**src/bdlp_pkg.sv**
```systemverilog
// Shared types, constants and helper functions of the button debouncer.
package bdlp_pkg;

    localparam int CNT_W = 16;
    localparam int CFG_W = 16;
    localparam int CMP_W = (CNT_W > CFG_W) ? CNT_W : CFG_W;
    localparam int IDX_W = 2;

    localparam logic [CNT_W-1:0] CNT_MAX = {CNT_W{1'b1}};

    localparam logic [CFG_W-1:0] DEBOUNCE_RST = CFG_W'(50);
    localparam logic [CFG_W-1:0] LONG_PRESS_RST = CFG_W'(1500);
    localparam logic [CFG_W-1:0] REPEAT_RST = CFG_W'(500);

    localparam logic [IDX_W-1:0] REG_DEBOUNCE = IDX_W'(0);
    localparam logic [IDX_W-1:0] REG_LONG_PRESS = IDX_W'(1);
    localparam logic [IDX_W-1:0] REG_REPEAT = IDX_W'(2);

    typedef enum logic [2:0] {
        EV_NONE     = 3'd0,
        EV_PRESSED  = 3'd1,
        EV_RELEASED = 3'd2,
        EV_CLICK    = 3'd3,
        EV_LONG     = 3'd4,
        EV_REPEAT   = 3'd5
    } event_t;

    typedef struct packed {
        logic [CFG_W-1:0] debounce_ticks;
        logic [CFG_W-1:0] long_press_ticks;
        logic [CFG_W-1:0] repeat_ticks;
    } cfg_t;

    typedef logic [CNT_W-1:0] cnt_t;

    function automatic cnt_t sat_inc(input cnt_t v);
        cnt_t r;
        r = (v == CNT_MAX) ? v : v + cnt_t'(1);
        return r;
    endfunction

    function automatic logic reached(input cnt_t cnt, input logic [CFG_W-1:0] thr);
        logic r;
        r = (CMP_W'(cnt) >= CMP_W'(thr));
        return r;
    endfunction

endpackage

```
**src/bdlp_cfg.sv**
```systemverilog
// Configuration register file of the button debouncer.
module bdlp_cfg
    import bdlp_pkg::*;
(
    input  logic             aclk,
    input  logic             aresetn,
    input  logic             wr_en,
    input  logic [IDX_W-1:0] wr_index,
    input  logic [CFG_W-1:0] wr_data,
    output cfg_t             cfg
);

    cfg_t cfg_reg;
    cfg_t cfg_next;

    always_comb begin
        cfg_next = cfg_reg;
        if (wr_en) begin
            case (wr_index)
                REG_DEBOUNCE:   cfg_next.debounce_ticks = wr_data;
                REG_LONG_PRESS: cfg_next.long_press_ticks = wr_data;
                REG_REPEAT:     cfg_next.repeat_ticks = wr_data;
                default:        cfg_next = cfg_reg;
            endcase
        end
    end

    always_ff @(posedge aclk) begin
        if (!aresetn) begin
            cfg_reg.debounce_ticks <= DEBOUNCE_RST;
            cfg_reg.long_press_ticks <= LONG_PRESS_RST;
            cfg_reg.repeat_ticks <= REPEAT_RST;
        end else begin
            cfg_reg <= cfg_next;
        end
    end

    assign cfg = cfg_reg;

endmodule

```
**src/bdlp_tracker.sv**
```systemverilog
// Debounce, press tracking and long-press/repeat state with its update logic.
module bdlp_tracker
    import bdlp_pkg::*;
(
    input  logic   aclk,
    input  logic   aresetn,
    input  logic   step,
    input  logic   raw_level,
    input  cfg_t   cfg,
    output event_t event_code,
    output logic   is_pressed
);

    logic   prev_raw_reg, prev_raw_next;
    logic   stable_reg, stable_next;
    logic   long_reg, long_next;
    cnt_t   settle_reg, settle_next;
    cnt_t   held_reg, held_next;
    cnt_t   rep_reg, rep_next;
    event_t ev;
    logic   want;
    logic   change;

    always_comb begin
        prev_raw_next = raw_level;
        settle_next = (raw_level != prev_raw_reg) ? '0 : sat_inc(settle_reg);
        held_next = sat_inc(held_reg);
        rep_next = sat_inc(rep_reg);
        stable_next = stable_reg;
        long_next = long_reg;
        ev = EV_NONE;
        want = ~raw_level;
        change = reached(settle_next, cfg.debounce_ticks) && (want != stable_reg);

        if (change) begin
            stable_next = want;
            if (want) begin
                held_next = '0;
                rep_next = '0;
                long_next = 1'b0;
                ev = EV_PRESSED;
            end else begin
                ev = long_reg ? EV_RELEASED : EV_CLICK;
            end
        end else if (stable_reg) begin
            if (!long_reg && reached(held_next, cfg.long_press_ticks)) begin
                long_next = 1'b1;
                rep_next = '0;
                ev = EV_LONG;
            end else if (long_reg && reached(rep_next, cfg.repeat_ticks)) begin
                rep_next = '0;
                ev = EV_REPEAT;
            end
        end
    end

    always_ff @(posedge aclk) begin
        if (!aresetn) begin
            prev_raw_reg <= 1'b1;
            stable_reg <= 1'b0;
            long_reg <= 1'b0;
            settle_reg <= CNT_MAX;
            held_reg <= '0;
            rep_reg <= '0;
        end else if (step) begin
            prev_raw_reg <= prev_raw_next;
            stable_reg <= stable_next;
            long_reg <= long_next;
            settle_reg <= settle_next;
            held_reg <= held_next;
            rep_reg <= rep_next;
        end
    end

    assign event_code = ev;
    assign is_pressed = stable_next;

endmodule

```
**src/button_debounce_long_press_core.sv**
```systemverilog
// Top level of the button debouncer with long-press and repeat events.
// Path: an accepted input waits in the input register and moves to the result register once the result slot is free.
// Throughput: one item per cycle while m_ready is high; the state update is a single pass of compares
// and saturating increments between the input register and the result register.
// Reset: synchronous, active low; clears both pipeline valids, loads the register
// defaults (50, 1500, 500) and returns the tracker to released with settle saturated.
module button_debounce_long_press_core
    import bdlp_pkg::*;
(
    input  logic             aclk,
    input  logic             aresetn,
    // input item channel
    input  logic             s_valid,
    output logic             s_ready,
    input  logic             s_raw_level,
    // result item channel
    output logic             m_valid,
    input  logic             m_ready,
    output logic [2:0]       m_event_code,
    output logic             m_is_pressed,
    // configuration write channel
    input  logic             cfg_valid,
    output logic             cfg_ready,
    input  logic [IDX_W-1:0] cfg_index,
    input  logic [CFG_W-1:0] cfg_data
);

    cfg_t   cfg;
    logic   in_valid_reg, in_valid_next;
    logic   in_raw_reg, in_raw_next;
    logic   out_valid_reg, out_valid_next;
    event_t out_event_reg, out_event_next;
    logic   out_pressed_reg, out_pressed_next;
    logic   advance;
    event_t step_event;
    logic   step_pressed;

    // Configuration writes are always taken; the host must write only while idle, unchecked here.
    assign cfg_ready = 1'b1;

    bdlp_cfg u_cfg (
        .aclk     (aclk),
        .aresetn  (aresetn),
        .wr_en    (cfg_valid),
        .wr_index (cfg_index),
        .wr_data  (cfg_data),
        .cfg      (cfg)
    );

    // Move the held item into the result register when the result slot is free
    // or being drained this cycle; the tracker state advances on the same edge.
    assign advance = in_valid_reg && (!out_valid_reg || m_ready);

    // Take a new item whenever the input register empties or moves forward.
    assign s_ready = !in_valid_reg || advance;

    bdlp_tracker u_tracker (
        .aclk       (aclk),
        .aresetn    (aresetn),
        .step       (advance),
        .raw_level  (in_raw_reg),
        .cfg        (cfg),
        .event_code (step_event),
        .is_pressed (step_pressed)
    );

    always_comb begin
        in_valid_next = in_valid_reg;
        in_raw_next = in_raw_reg;
        if (s_valid && s_ready) begin
            in_valid_next = 1'b1;
            in_raw_next = s_raw_level;
        end else if (advance) begin
            in_valid_next = 1'b0;
        end
    end

    always_comb begin
        out_valid_next = out_valid_reg;
        out_event_next = out_event_reg;
        out_pressed_next = out_pressed_reg;
        if (advance) begin
            out_valid_next = 1'b1;
            out_event_next = step_event;
            out_pressed_next = step_pressed;
        end else if (m_ready) begin
            out_valid_next = 1'b0;
        end
    end

    // Control: valids cleared on reset.
    always_ff @(posedge aclk) begin
        if (!aresetn) begin
            in_valid_reg <= 1'b0;
            out_valid_reg <= 1'b0;
        end else begin
            in_valid_reg <= in_valid_next;
            out_valid_reg <= out_valid_next;
        end
    end

    // Payload: hold until replaced, no reset.
    always_ff @(posedge aclk) begin
        in_raw_reg <= in_raw_next;
        out_event_reg <= out_event_next;
        out_pressed_reg <= out_pressed_next;
    end

    assign m_valid = out_valid_reg;
    assign m_event_code = out_event_reg;
    assign m_is_pressed = out_pressed_reg;

endmodule

```
**config.mk**
```make
export PLATFORM = sky130hd
export DESIGN_NAME = button_debounce_long_press_core
export DESIGN_NICKNAME = d
export VERILOG_FILES = /design/src/bdlp_pkg.sv /design/src/bdlp_cfg.sv /design/src/bdlp_tracker.sv /design/src/button_debounce_long_press_core.sv
export SDC_FILE = /design/constraint.sdc
export NUM_CORES = 1
export LEC_CHECK = 0
export ABC_AREA = 1
export BUFFER_PORTS_ARGS = -buffer_cell sky130_fd_sc_hd__buf_2
export CAP_MARGIN = 10
export CORE_UTILIZATION = 28
export DETAILED_ROUTE_END_ITERATION = 6
export PLACE_DENSITY_LB_ADDON = 0.08
export SETUP_SLACK_MARGIN = 0.4
export SYNTH_ARGS = -nofsm -noshare
export SYNTH_HDL_FRONTEND = slang
export SYNTH_SLANG_ARGS = --single-unit
```
**constraint.sdc**
```tcl
create_clock -name aclk -period 2.8 [get_ports aclk]
set_input_delay 0 -clock aclk [delete_from_list [all_inputs] [get_ports aclk]]
set_output_delay 0 -clock aclk [all_outputs]
set_load 0.1 [all_outputs]
```
Word-level counts from Yosys, hierarchy flattened
Cells that the tools add are included.
{"block": "word_totals", "ff_bits": 106, "latchBits": 0, "ram_bits": 0, "mem_bits_ro": 0, "mem_count": 0}
{"block": "classes", "addsub": 3, "multipliers": 0, "div": 0, "n_lt_le_gt_ge": 3, "n_eq_ne": 8, "n_shift": 0, "muxes": 26, "bitwise": 1, "n_reduce_logical": 19}
{"op": "two-way mux 16 bit", "count": 11}
{"op": "adder 16 x 1 -> 16 bit, second input constant", "count": 3}
{"op": "equality test 16 bit, second input constant", "count": 3}
{"op": ">= comparator 16 bit", "count": 3}
{"op": "two-way mux 3 bit", "count": 5}
{"op": "two-way mux 1 bit", "count": 10}
{"op": "nonzero test 2 bit", "count": 4}
{"op": "AND reduction 2 bit", "count": 3}
{"op": "logical AND 1 bit", "count": 5}
{"op": "AND reduction 4 bit", "count": 1}
{"op": "logical NOT 1 bit", "count": 3}
{"op": "equality test 2 x 1 -> 1 bit, second input constant", "count": 1}
{"op": "equality test 2 bit, second input constant", "count": 1}
{"op": "logical NOT 2 bit", "count": 1}
{"op": "logical OR 1 bit", "count": 2}
{"op": "!= test 1 bit", "count": 2}
{"op": "!= test 2 bit, second input constant", "count": 1}
{"op": "NOT 1 bit", "count": 1}

Longest topological paths before layout
Gate-level depths: netlist (run 1).
{"block": "depth", "word_depth": 8, "depth_mapped": 26}

Cells and area by module
Synthesis (run 1) repeated with hierarchy kept, for this count alone.
{"block": "unflattened", "hier_cells": 1033, "area_unflattened_um2": 7003.0}
{"module": "bdlp_tracker", "instances": 1, "cells_per_inst": 732, "area_per_inst_um2": 4802.1, "seq_area_each_um2": 1021.0}
{"module": "bdlp_cfg", "instances": 1, "cells_per_inst": 281, "area_per_inst_um2": 1944.4, "seq_area_each_um2": 960.9}
{"module": "button_debounce_long_press_core", "instances": 1, "cells_per_inst": 20, "area_per_inst_um2": 256.5, "seq_area_each_um2": 190.2}

Worst setup path before layout (run 1)
OpenSTA, ideal clock, no wires.
{"block": "synth_timing", "path_kind": "register -> register", "startpoint": "register u_tracker.settle_reg[1]", "endpoint": "register u_tracker.rep_reg[13]", "setup_ns": 0.131, "t_arrival_ns": 2.663, "t_required_ns": 2.669, "path_slack_ns": 0.006, "stages_incl_launch_ff": 26, "n_path_buf": 1, "period_less_slack_ns": 2.794, "path_cell_list": "dfxtp_1 -> ha_1 -> nand3_4 -> nor2_4 -> nand2_2 -> nor2_4 -> nand2_4 -> clkinv_1 -> or2_2 -> o211ai_2 -> inv_1 -> ha_1 -> inv_1 -> o21bai_1 -> nand2_1 -> nand2_1 -> nand2_1 -> nand2_1 -> nand2_1 -> nand3_1 -> nand2_1 -> nand2_2 -> nand2_4 -> buf_6 -> nand2_1 -> a21oi_2"}
{"block": "synth_via", "elab_chain_len": 6, "word_cells_on_any_way": 7}
{"item": "from (decl)", "line": "bdlp_tracker.sv:17", "rtl": "cnt_t settle_reg, settle_next;"}
{"item": "from (signal assigned)", "line": "bdlp_tracker.sv:69", "rtl": "settle_reg <= settle_next;"}
{"item": "adder 16 x 1 -> 16 bit / equality test 16 bit (equally long branches)", "line": "bdlp_pkg.sv:38", "rtl": "r = (v == CNT_MAX) ? v : v + cnt_t'(1);"}
{"item": "two-way mux 16 bit *", "line": "bdlp_pkg.sv:38"}
{"item": "two-way mux 16 bit *", "line": "bdlp_tracker.sv:26", "rtl": "settle_next = (raw_level != prev_raw_reg) ? '0 : sat_inc(settle_reg);"}
{"item": "named net u_tracker.settle_next[1]", "line": "bdlp_tracker.sv:17"}
{"item": ">= comparator 16 bit *", "line": "bdlp_pkg.sv:44", "rtl": "r = (CMP_W'(cnt) >= CMP_W'(thr));"}
{"item": "logical AND 1 bit *", "line": "bdlp_tracker.sv:33", "rtl": "change = reached(settle_next, cfg.debounce_ticks) && (want != stable_reg);"}
{"item": "two-way mux 16 bit *", "line": "bdlp_tracker.sv:35", "rtl": "if (change) begin"}
{"item": "to (signal assigned)", "line": "bdlp_tracker.sv:71", "rtl": "rep_reg <= rep_next;"}
{"item": "to (decl)", "line": "bdlp_tracker.sv:19", "rtl": "cnt_t rep_reg, rep_next;"}
The timed path passes the listed nets; every way through them passes the cells marked *.
A chain may end at the register's enable or synchronous reset.

Worst setup path after layout (run 1)
{"block": "layout_timing", "startpoint": "register u_tracker.settle_reg[5]", "endpoint": "register u_tracker.rep_reg[15]"}
The elaborated chain is that of the path after synthesis.

==> run_results.csv, run 1 <==
group,metric,value,unit
critical_path,critPathKind,"flop to flop",
synthesis,synth_fp_nets,1004,
timing,hold_viol,0,
critical_path,worstPathRequired,3.03,ns
synthesis,synthFlopType,"dfxtp_1",
place,dpl_cell_area,8030,sq um
global_route,grt_overflow,0,
place,gp_congestion,0.771,
cells_and_area,diodes,0,
timing,tightest_slew,0.894,ns
cells_and_area,fin_cells,1410,
timing,finClkSkew,0.0164,ns
critical_path,critical_path_arrival,3.18,ns
cells_and_area,final_common_cell,"nand2_1",
global_route,antenna_found_initial,0,
clocking,clockBufferDepth,2,
critical_path,crit_path_start_kind,"flop",
floorplan,core,23500,sq um
place,io_buffer_count,29,
cells_and_area,layout_common_cells,"174 x nand2_1, 122 x buf_4, 114 x inv_1, 86 x dfxtp_1, 72 x a21oi_1",
synthesis,ys_async_sr_fraction,0,
synthesis,synth_warnings,0,
detailed_routing,via_per_inst,4.50,
clocking,clk_pin_slew_worst_paths,0.08,ns
outcome,violations,"setup timing",
floorplan,die_y,157,um
outcome,outcome,"finished with violations",
synthesis,syn_inst,929,
clocking,htree_levels,3,
detailed_routing,drc,0,
critical_path,cp-end-kind,"flop",
timing,period_share,1.05,
critical_path,crit_fanout,8,
hold_path,hold_path.class,"primary input to flop",
clocking,cts_buffers,9,
timing,slew_headroom,0.404,
synthesis,syn_avg_cell_area,7.20,sq um
global_route,grt_pass1_wl,32.1,mm
floorplan,core.rowCount,56,
floorplan,die_area,24500,sq um
detailed_routing,first_pass_iters,4,
detailed_routing,wire_per_inst,14.5,um
clocking,cts_tree,"built",
cells_and_area,fillers,2451,
critical_path,crit_path_cell_trace,"nand2_4 > nor2_4 > nand3_4 > nor2_4 > nand2_2 > nor2_4 > nand2_4 > buf_4 > nand3_1 > nand2_1 > inv_2 > ha_4 > a21oi_2 > o21ai_1 > a21oi_2 > nand4_1 > nand2_8 > nand2_8 > nand2_1 > a21oi_1",
clocking,clock_latency,0.37,ns
clocking,cts.sinks,106,
cells_and_area,nets,1161,
place,place_hpwl,14.7,mm
clocking,cts_root_buffer,"clkbuf_16",
place,place_inst,1359,
critical_path,cp_common_cell,"nor2_4",
power_and_ir_drop,p_total,4.27,mW
synthesis,yosysSeqAreaShare,0.325,
critical_path,crit_slowest_cell,"dfxtp_2",
cells_and_area,largest_register_ffs,48,
detailed_routing,wirelength,20.4,mm
synthesis,synth_cell_types,51,
global_route,grt_max_degree,71,
cells_and_area,drive_gt1_frac,0.347,
timing,slew_violations,0,
detailed_routing,ant_nets,0,
critical_path,cpLargestDelayFamily,"simple AND/OR/NAND/NOR gates",
global_route,grt.total_usage,0.171,
detailed_routing,drt_iter0_drc,299,
floorplan,die_w,157,um
timing,max_freq,0.339,GHz
critical_path,crit_buf_inv,2,
floorplan,start_util,0.285,
global_route,grt_pass1_vias,6061,
critical_path,max_stage_delay,0.36,ns
timing,fin_ws,-0.150,ns
timing,whs,0.0110,ns
synthesis,netlist_area,6690,sq um
power_and_ir_drop,vdd_ir_drop_max,0.266,mV
floorplan,pin_count,31,
timing,rsz0062_at_grt,"true",
power_and_ir_drop,p_per_area,457,nW/um^2
synthesis,synth_edf_count,5,
synthesis,ys_seq_elements,106,
cells_and_area,postLayoutCellArea,9340,sq um
timing,finalSetupTns,-3.25,ns
timing,finalSetupViolCount,35,
timing,fin_crit,2.95,ns
run,cap_viol_max_count,0,
detailed_routing,vias,6349,
power_and_ir_drop,power.leakage,4.19,nW
cells_and_area,synthToLayoutAreaGrowth,39.6,%
-- per-stage QoR --
stage	util	setup slack, ns
finish	0.398	-0.150
global placement	0.342	-0.122
global route	0.398	-0.301
detailed placement	0.342	-0.146
CTS	0.378	-0.0838
floorplan	-	0.191
-- per-layer routing --
metal / vias up / GRT usage / share of wire
met5: - / 0 / 0
met4: 0 / 0.0462 / 0.010
met3: 13 / 0.0174 / 0.011
met2: 40 / 0.290 / 0.48
met1: 2935 / 0.230 / 0.50
li1: 3361 / - / -
-- cell usage after synthesis, types with 2 or more instances --
cell	count	area, sq um
nand2_1	203	762
inv_1	120	450
dfxtp_1	101	2020
a21oi_1	96	480
nor2_1	58	218
ha_1	51	638
o21ai_0	46	230
nand3_1	44	220
clkbuf_1	27	101
o211ai_1	25	188
xor2_1	17	149
inv_2	13	48.8
a21oi_2	11	96.3
nand4_1	10	62.6
o21ai_1	10	50.1
nand3_2	7	70.1
nor2_4	7	78.8
nor3_1	7	35.0
nor3_2	7	70.1
nand2_2	6	37.5
xnor2_1	6	52.6
edfxtp_1	5	150
o21ai_2	5	43.8
or2_2	4	25.0
a31oi_2	3	37.5
buf_6	3	33.8
clkinv_1	3	11.3
nor2_2	3	18.8
nor4_1	3	18.8
a21o_1	2	15.0
buf_2	2	10.0
nand2_4	2	22.5
nor3_4	2	32.5
o21bai_1	2	15.0
or2_0	2	12.5
-- power by group --
group          leakage [nW]  switching [mW]  total, mW  internal (mW)
clock network         0.160           0.691       1.42          0.730
logic                  3.16           0.713       1.22          0.502
registers             0.876          0.0400       1.63           1.59
-- layout make-up --
class                   instances  area, sq um  share of cell area
flip-flops and latches        106         2200               0.236
inverters                     136          512              0.0548
clock inverters                 7          108              0.0115
multi-input cells             654         4500               0.483
well taps                     319          399              0.0428
clock buffers                   9          225              0.0241
repair buffers                179         1390               0.149
-- repair_timing --
action,in CTS,in global routing
hold buffers,20,0
gates cloned,1,1
resized for setup,56,89
hold endpoints to repair,44,0
endpoints found under the setup margin,38,38
setup buffers,5,8
pin swaps,25,38
-- worst paths after layout --
path	from	to	slack, ns	cells after the start
worst max-delay path	u_tracker.settle_reg[5]	u_tracker.rep_reg[15]	-0.15	20
worst min-delay path	cfg_index[0]	u_cfg.cfg[33]	0.01	3
worst max register to register	u_tracker.settle_reg[5]	u_tracker.rep_reg[15]	-0.15	20
worst min register to register	u_cfg.cfg[14]	u_cfg.cfg[14]	0.46	2
-- worst register-to-register path, stage by stage (launching register included) --
cell and delay [ns]:
dfxtp_2 0.36, nand2_4 0.07, nor2_4 0.12, nand3_4 0.13, nor2_4 0.14, nand2_2 0.07
nor2_4 0.18, nand2_4 0.10, buf_4 0.14, nand3_1 0.07, nand2_1 0.08, inv_2 0.08
ha_4 0.20, a21oi_2 0.12, o21ai_1 0.08, a21oi_2 0.20, nand4_1 0.24, nand2_8 0.19
nand2_8 0.11, nand2_1 0.08, a21oi_1 0.06
-- kinds of logic after synthesis --
kind of cell             count (synthesis)  share of synthesized area
AO/OA/AOI/OAI                          206                      0.183
XOR/XNOR                                24                     0.0326
adder cells (fa/ha/maj)                 51                     0.0954
buffers and inverters                  170                     0.0999
flip-flops                             106                      0.325
other                                    1                   0.000561
AND/OR/NAND/NOR                        371                      0.264
No activity file was read; power rests on OpenSTA's default activity.
==> inputs of run 2 (changes only) <==
--- a/config.mk
+++ b/config.mk
@@ -6,12 +6,13 @@
 export NUM_CORES = 1
 export LEC_CHECK = 0
 export ABC_AREA = 1
-export BUFFER_PORTS_ARGS = -buffer_cell sky130_fd_sc_hd__buf_2
+export BUFFER_PORTS_ARGS = -buffer_cell sky130_fd_sc_hd__buf_4
 export CAP_MARGIN = 10
 export CORE_UTILIZATION = 28
 export DETAILED_ROUTE_END_ITERATION = 6
 export PLACE_DENSITY_LB_ADDON = 0.08
 export SETUP_SLACK_MARGIN = 0.4
+export SLEW_MARGIN = 20
 export SYNTH_ARGS = -nofsm -noshare
 export SYNTH_HDL_FRONTEND = slang
 export SYNTH_SLANG_ARGS = --single-unit
==> run 2 against run 1 <==
  * The run still ends with setup timing left
  * Hold slack improved by 0.016 ns
  * Flip-flop and latch count unchanged
  * First-iteration DRC count increased by 0.67%
  * Final cell count increased by 0.21%
  * Via count increased by 0.27%
  * Clock skew decreased by 0.0034 ns
  * Critical path depth unchanged
==> run_results.csv, run 2 (synthesized netlist as in run 1, its figures left out) <==
group,metric,value,unit
timing,finClkSkew,0.0129,ns
floorplan,core.rowCount,56,
floorplan,pin_count,31,
outcome,outcome,"finished with violations",
timing,finalSetupViolCount,18,
timing,whs,0.0273,ns
global_route,grt_max_degree,60,
cells_and_area,largest_register_ffs,48,
critical_path,critical_path_arrival,3.05,ns
floorplan,die_w,157,um
power_and_ir_drop,vdd_ir_drop_max,0.328,mV
power_and_ir_drop,p_per_area,442,nW/um^2
timing,period_share,1.01,
power_and_ir_drop,power_switching,1.40,mW
timing,max_freq,0.355,GHz
cells_and_area,ff_latch_area,2210,sq um
timing,fin_crit,2.82,ns
global_route,grt_pass1_wl,33.5,mm
critical_path,cp-end-kind,"flop",
clocking,cts_root_buffer,"clkbuf_16",
clocking,htree_levels,3,
clocking,cts.sinks,106,
global_route,grt_pass1_vias,6262,
run,cap_viol_max_count,0,
cells_and_area,layout_common_cells,"175 x nand2_1, 156 x buf_4, 115 x inv_1, 85 x dfxtp_1, 73 x a21oi_1",
critical_path,crit_fanout,8,
place,place_inst,1362,
place,place_hpwl,14.8,mm
timing,slew_violations,0,
cells_and_area,synthToLayoutAreaGrowth,40.1,%
power_and_ir_drop,comb_power_share,0.294,
detailed_routing,drc,0,
critical_path,critPathKind,"flop to flop",
power_and_ir_drop,p_sw_frac,0.338,
global_route,grt.total_usage,0.178,
detailed_routing,vias,6366,
power_and_ir_drop,power.leakage,4.24,nW
global_route,grt_overflow,0,
power_and_ir_drop,p_seq_frac,0.393,
power_and_ir_drop,p_int,2.74,mW
clocking,cts_buffers,9,
timing,tightest_slew,0.718,ns
critical_path,r2r-start,"u_tracker.settle_reg[4]",
cells_and_area,fin_cells,1413,
timing,slew_headroom,0.521,
outcome,violations,"setup timing",
critical_path,crit_path_start_kind,"flop",
cells_and_area,drive_gt1_frac,0.346,
detailed_routing,via_per_inst,4.51,
floorplan,core,23500,sq um
cells_and_area,final_common_cell,"nand2_1",
timing,finalSetupTns,-0.156,ns
critical_path,cp-startpoint,"u_tracker.settle_reg[4]",
hold_path,hold_start,"cfg_index[1]",
critical_path,worstPathRequired,3.03,ns
power_and_ir_drop,p_total,4.14,mW
timing,rsz0062_at_grt,"true",
clocking,clock_latency,0.36,ns
place,gp_congestion,0.787,
timing,fin_ws,-0.0176,ns
floorplan,die_area,24500,sq um
clocking,cts_tree,"built",
power_and_ir_drop,power_frac_clock,0.312,
detailed_routing,first_pass_iters,4,
cells_and_area,multiInputGateArea,4490,sq um
floorplan,die_y,157,um
hold_path,hold_path.class,"primary input to flop",
detailed_routing,wire_per_inst,14.4,um
floorplan,start_util,0.285,
timing,hold_viol,0,
place,io_buffer_count,29,
cells_and_area,diodes,0,
clocking,clk_pin_slew_worst_paths,0.08,ns
detailed_routing,drt_iter0_drc,301,
detailed_routing,wirelength,20.4,mm
detailed_routing,ant_nets,0,
cells_and_area,nets,1164,
clocking,clockBufferDepth,2,
cells_and_area,fillers,2526,
global_route,antenna_found_initial,0,
[run 2: cell types whose count changed in the layout (fill, tap and decap cells not counted), sizes merged]
| cell | change |
|---|---|
| dlygate4sd3 | +1 |
| inv | +1 |
| bufinv | -1 |
| buf | +3 |
| clkinv | -1 |
[run 2: worst paths after layout]
kind / end / cells after the start / slack [ns]
setup reg to reg: u_tracker.rep_reg[1] / 20 / -0.02
hold reg to reg: u_cfg.cfg[10] / 2 / 0.46
setup / recovery: u_tracker.rep_reg[1] / 20 / -0.02
hold / removal: u_cfg.cfg[36] / 3 / 0.03
[run 2: worst max-delay path, cell delays in order (launching register included)]
cell and delay [ns]:
dfxtp_4 0.37, nand2_4 0.06, nor2_4 0.09, nand3_4 0.11
nor2_4 0.11, nand2_2 0.08, nor2_4 0.18, nand2_4 0.11
o21ai_0 0.09, a21o_1 0.10, nand2_1 0.08, inv_2 0.07
ha_4 0.20, a21oi_2 0.11, o21ai_1 0.08, a21oi_2 0.18
nand4_1 0.24, nand2_8 0.19, nand2_8 0.12, nand2_2 0.07
a21oi_1 0.05
[run 2: metal layers]
| metal | GRT usage | part of all wire | vias to the layer above |
|---|---|---|---|
| li1 | - | - | 3373 |
| met1 | 0.238 | 0.50 | 2941 |
| met2 | 0.301 | 0.47 | 40 |
| met3 | 0.0294 | 0.016 | 12 |
| met4 | 0.0373 | 0.012 | 0 |
| met5 | 0 | 0 | - |
[run 2: cell type report]
type / count / share of cell area
inverter: 136 / 0.0553
clock buffer: 10 / 0.0255
clock inverter: 6 / 0.00507
timing repair buffer: 182 / 0.157
tap: 319 / 0.0426
sequential: 106 / 0.236
multi-input combinational: 654 / 0.479
[run 2: repair_timing]
action                                 4_1_cts  5_1_grt
pin swaps                                   40       23
setup endpoints to repair                   38       38
resized for setup                          100       49
buffers inserted                            11        1
hold buffers                                21        0
gates cloned                                 2        0
endpoints found under the hold margin       51        0
[run 2: stage by stage]
step | instance area (sq um) | utilization | setup WS [ns]
2_1_floorplan | 6760 | - | 0.191
3_3_place_gp | 8130 | 0.346 | -0.246
3_5_place_dp | 8130 | 0.346 | -0.172
4_1_cts | 9160 | 0.390 | 0.000503
5_1_grt | 9370 | 0.399 | -0.291
6_report | 9370 | 0.399 | -0.0176
[run 2: power by group through the flow]
stage	clock, mW	sequential, mW	combinational [mW]
2_1_floorplan	0	1.69	0.571
4_1_cts	1.35	1.63	1.19
3_5_place_dp	0	1.66	0.972
3_3_place_gp	0	1.66	0.971
5_1_grt	1.40	1.64	1.36
6_report	1.29	1.63	1.22
==> inputs of run 3 (changes only) <==
--- a/config.mk
+++ b/config.mk
@@ -8,11 +8,12 @@
 export ABC_AREA = 1
 export BUFFER_PORTS_ARGS = -buffer_cell sky130_fd_sc_hd__buf_4
 export CAP_MARGIN = 10
-export CORE_UTILIZATION = 28
+export CORE_UTILIZATION = 56
 export DETAILED_ROUTE_END_ITERATION = 6
+export MAX_ROUTING_LAYER = met4
 export PLACE_DENSITY_LB_ADDON = 0.08
 export SETUP_SLACK_MARGIN = 0.4
-export SLEW_MARGIN = 20
+export SLEW_MARGIN = 15
 export SYNTH_ARGS = -nofsm -noshare
 export SYNTH_HDL_FRONTEND = slang
 export SYNTH_SLANG_ARGS = --single-unit
==> run 3 against run 2 <==
  * The flow finishes with violations (DRC, setup timing)
  * Core utilization is 38 points higher
  * Clock power up 8%
  * Via count up 5.1%
  * Final cell count shrank 16%
  * Largest power group unchanged
  * Largest cell class unchanged
  * Global-route usage grew 15 points
==> run_results.csv, run 3 (synthesized netlist as in run 1, its figures left out) <==
group,metric,value,unit
power_and_ir_drop,power.leakage,4.03,nW
outcome,outcome,"finished with violations",
clocking,htree_levels,3,
floorplan,core.rowCount,39,
detailed_routing,wire_per_inst,16.7,um
timing,slew_headroom,0.585,
outcome,violations,"DRC, setup timing",
timing,tightest_slew,0.622,ns
timing,hold_viol,0,
detailed_routing,via_per_inst,5.61,
clocking,clk_pin_slew_worst_paths,0.08,ns
clocking,cts.sinks,106,
place,gp_congestion,0.965,
timing,fin_crit,2.91,ns
power_and_ir_drop,p_int,2.79,mW
critical_path,crit_path_cell_trace,"ha_4 > nand3_4 > nor3_4 > nand3_2 > buf_6 > nand3_2 > nand2_2 > inv_2 > ha_4 > a21oi_2 > o21ai_2 > a21oi_2 > nand4_1 > nand2_8 > nand2_8 > nand2_1 > a21oi_1",
cells_and_area,drive_gt1_frac,0.344,
detailed_routing,ant_nets,0,
critical_path,cp-end-kind,"flop",
timing,slew_violations,0,
power_and_ir_drop,vdd_ir_drop_max,0.472,mV
clocking,clockBufferDepth,2,
timing,rsz0062_at_grt,"true",
floorplan,pin_count,31,
clocking,cts_buffers,9,
critical_path,r2r_setup_slack,-0.11,ns
timing,max_freq,0.343,GHz
timing,fin_ws,-0.113,ns
floorplan,die_area,12400,sq um
cells_and_area,diodes,0,
cells_and_area,layout_common_cells,"173 x nand2_1, 113 x buf_4, 109 x inv_1, 80 x dfxtp_1, 69 x a21oi_1",
cells_and_area,final_util,0.778,
critical_path,crit_slowest_cell,"dfxtp_2",
place,place_inst,1117,
critical_path,r2r-start,"u_tracker.settle_reg[0]",
clocking,clock_latency,0.37,ns
global_route,grt_pass1_vias,6468,
critical_path,worstPathRequired,3.04,ns
global_route,grt_pass1_wl,31.1,mm
floorplan,core,11500,sq um
timing,whs,0.104,ns
hold_path,hold_path.class,"primary input to flop",
cells_and_area,fillers,812,
detailed_routing,drt_iter0_drc,531,
place,dpl_cell_area,7390,sq um
critical_path,critical_path_arrival,3.15,ns
detailed_routing,vias,6690,
clocking,cts_tree,"built",
place,place_hpwl,13.1,mm
cells_and_area,postLayoutCellArea,8950,sq um
global_route,grt.total_usage,0.327,
timing,period_share,1.04,
power_and_ir_drop,p_total,4.22,mW
power_and_ir_drop,comb_power_share,0.285,
power_and_ir_drop,p_per_area,472,nW/um^2
cells_and_area,final_common_cell,"nand2_1",
run,cap_viol_max_count,0,
detailed_routing,drc,4,
power_and_ir_drop,power_switching,1.44,mW
cells_and_area,nets,1120,
floorplan,start_util,0.581,
power_and_ir_drop,p_seq_frac,0.387,
critical_path,crit_path_start_kind,"flop",
cells_and_area,synthToLayoutAreaGrowth,33.9,%
hold_path,hold_start,"cfg_index[0]",
timing,finClkSkew,0.00802,ns
power_and_ir_drop,power_frac_clock,0.329,
global_route,antenna_found_initial,0,
global_route,grt_overflow,0,
cells_and_area,largest_register_ffs,48,
floorplan,die_w,111,um
global_route,grt_max_degree,60,
floorplan,die_y,111,um
critical_path,max_stage_delay,0.37,ns
detailed_routing,first_pass_iters,7,
power_and_ir_drop,p_sw_frac,0.340,
detailed_routing,wirelength,19.9,mm
clocking,cts_root_buffer,"clkbuf_16",
place,io_buffer_count,29,
timing,finalSetupViolCount,36,
critical_path,crit_fanout,8,
cells_and_area,fin_cells,1193,
critical_path,critPathKind,"flop to flop",
critical_path,cp-startpoint,"u_tracker.settle_reg[0]",
## run 3: power by group through the flow
| stage | Sequential, mW | Clock, mW | Combinational (mW) |
|---|---|---|---|
| floorplan | 1.69 | 0 | 0.571 |
| global placement | 1.66 | 0 | 0.822 |
| detailed placement | 1.67 | 0 | 0.848 |
| CTS | 1.63 | 1.40 | 1.07 |
| global route | 1.64 | 1.45 | 1.30 |
| finish | 1.63 | 1.39 | 1.20 |
## run 3: per-stage QoR
stage | setup WS (ns) | TNS [ns]
4_1_cts | 0.0102 | 0
6_report | -0.113 | -2.41
2_1_floorplan | 0.191 | 0
5_1_grt | -0.278 | -9.09
3_3_place_gp | -0.203 | -3.14
3_5_place_dp | -0.221 | -3.47
## run 3: timing repair
action / 4_1_cts / 5_1_grt
resized for setup: 97 / 75
endpoints found under the setup margin: 38 / 38
setup buffers: 23 / 15
hold endpoints to repair: 48 / 0
hold buffers: 20 / 0
pin swaps: 50 / 37
cloned: 2 / 0
## run 3: layout make-up
cell class / instances / area [sq um] / area share
Inverter: 136 / 514 / 0.0574
Sequential cell: 106 / 2210 / 0.247
Clock inverter: 7 / 95.1 / 0.0106
Multi-Input combinational cell: 654 / 4590 / 0.513
Timing Repair Buffer: 138 / 1140 / 0.127
Clock buffer: 9 / 225 / 0.0252
Tap cell: 143 / 179 / 0.0200
## run 3: per-layer routing
layer | vias up | global-route usage | routed length, um
met4 | 0 | 0.125 | 521
met5 | - | - | 0
met1 | 3185 | 0.405 | 8750
li1 | 3284 | - | -
met3 | 34 | 0.0623 | 1050
met2 | 187 | 0.528 | 9580
## run 3: final timing paths
kind                                             end  cells past startpoint
worst max register to register  u_tracker.rep_reg[7]                     17
worst min register to register         u_cfg.cfg[14]                      2
worst min-delay path                   u_cfg.cfg[33]                      4
worst max-delay path            u_tracker.rep_reg[7]                     17
## run 3: critical path, delay by kind of cell, from the launching register on
family          cells  cell delay (ns)
simple gates        9             1.27
fa+ha+maj           2             0.37
compound gates      4             0.48
flops               1             0.37
buf+inv             2             0.26
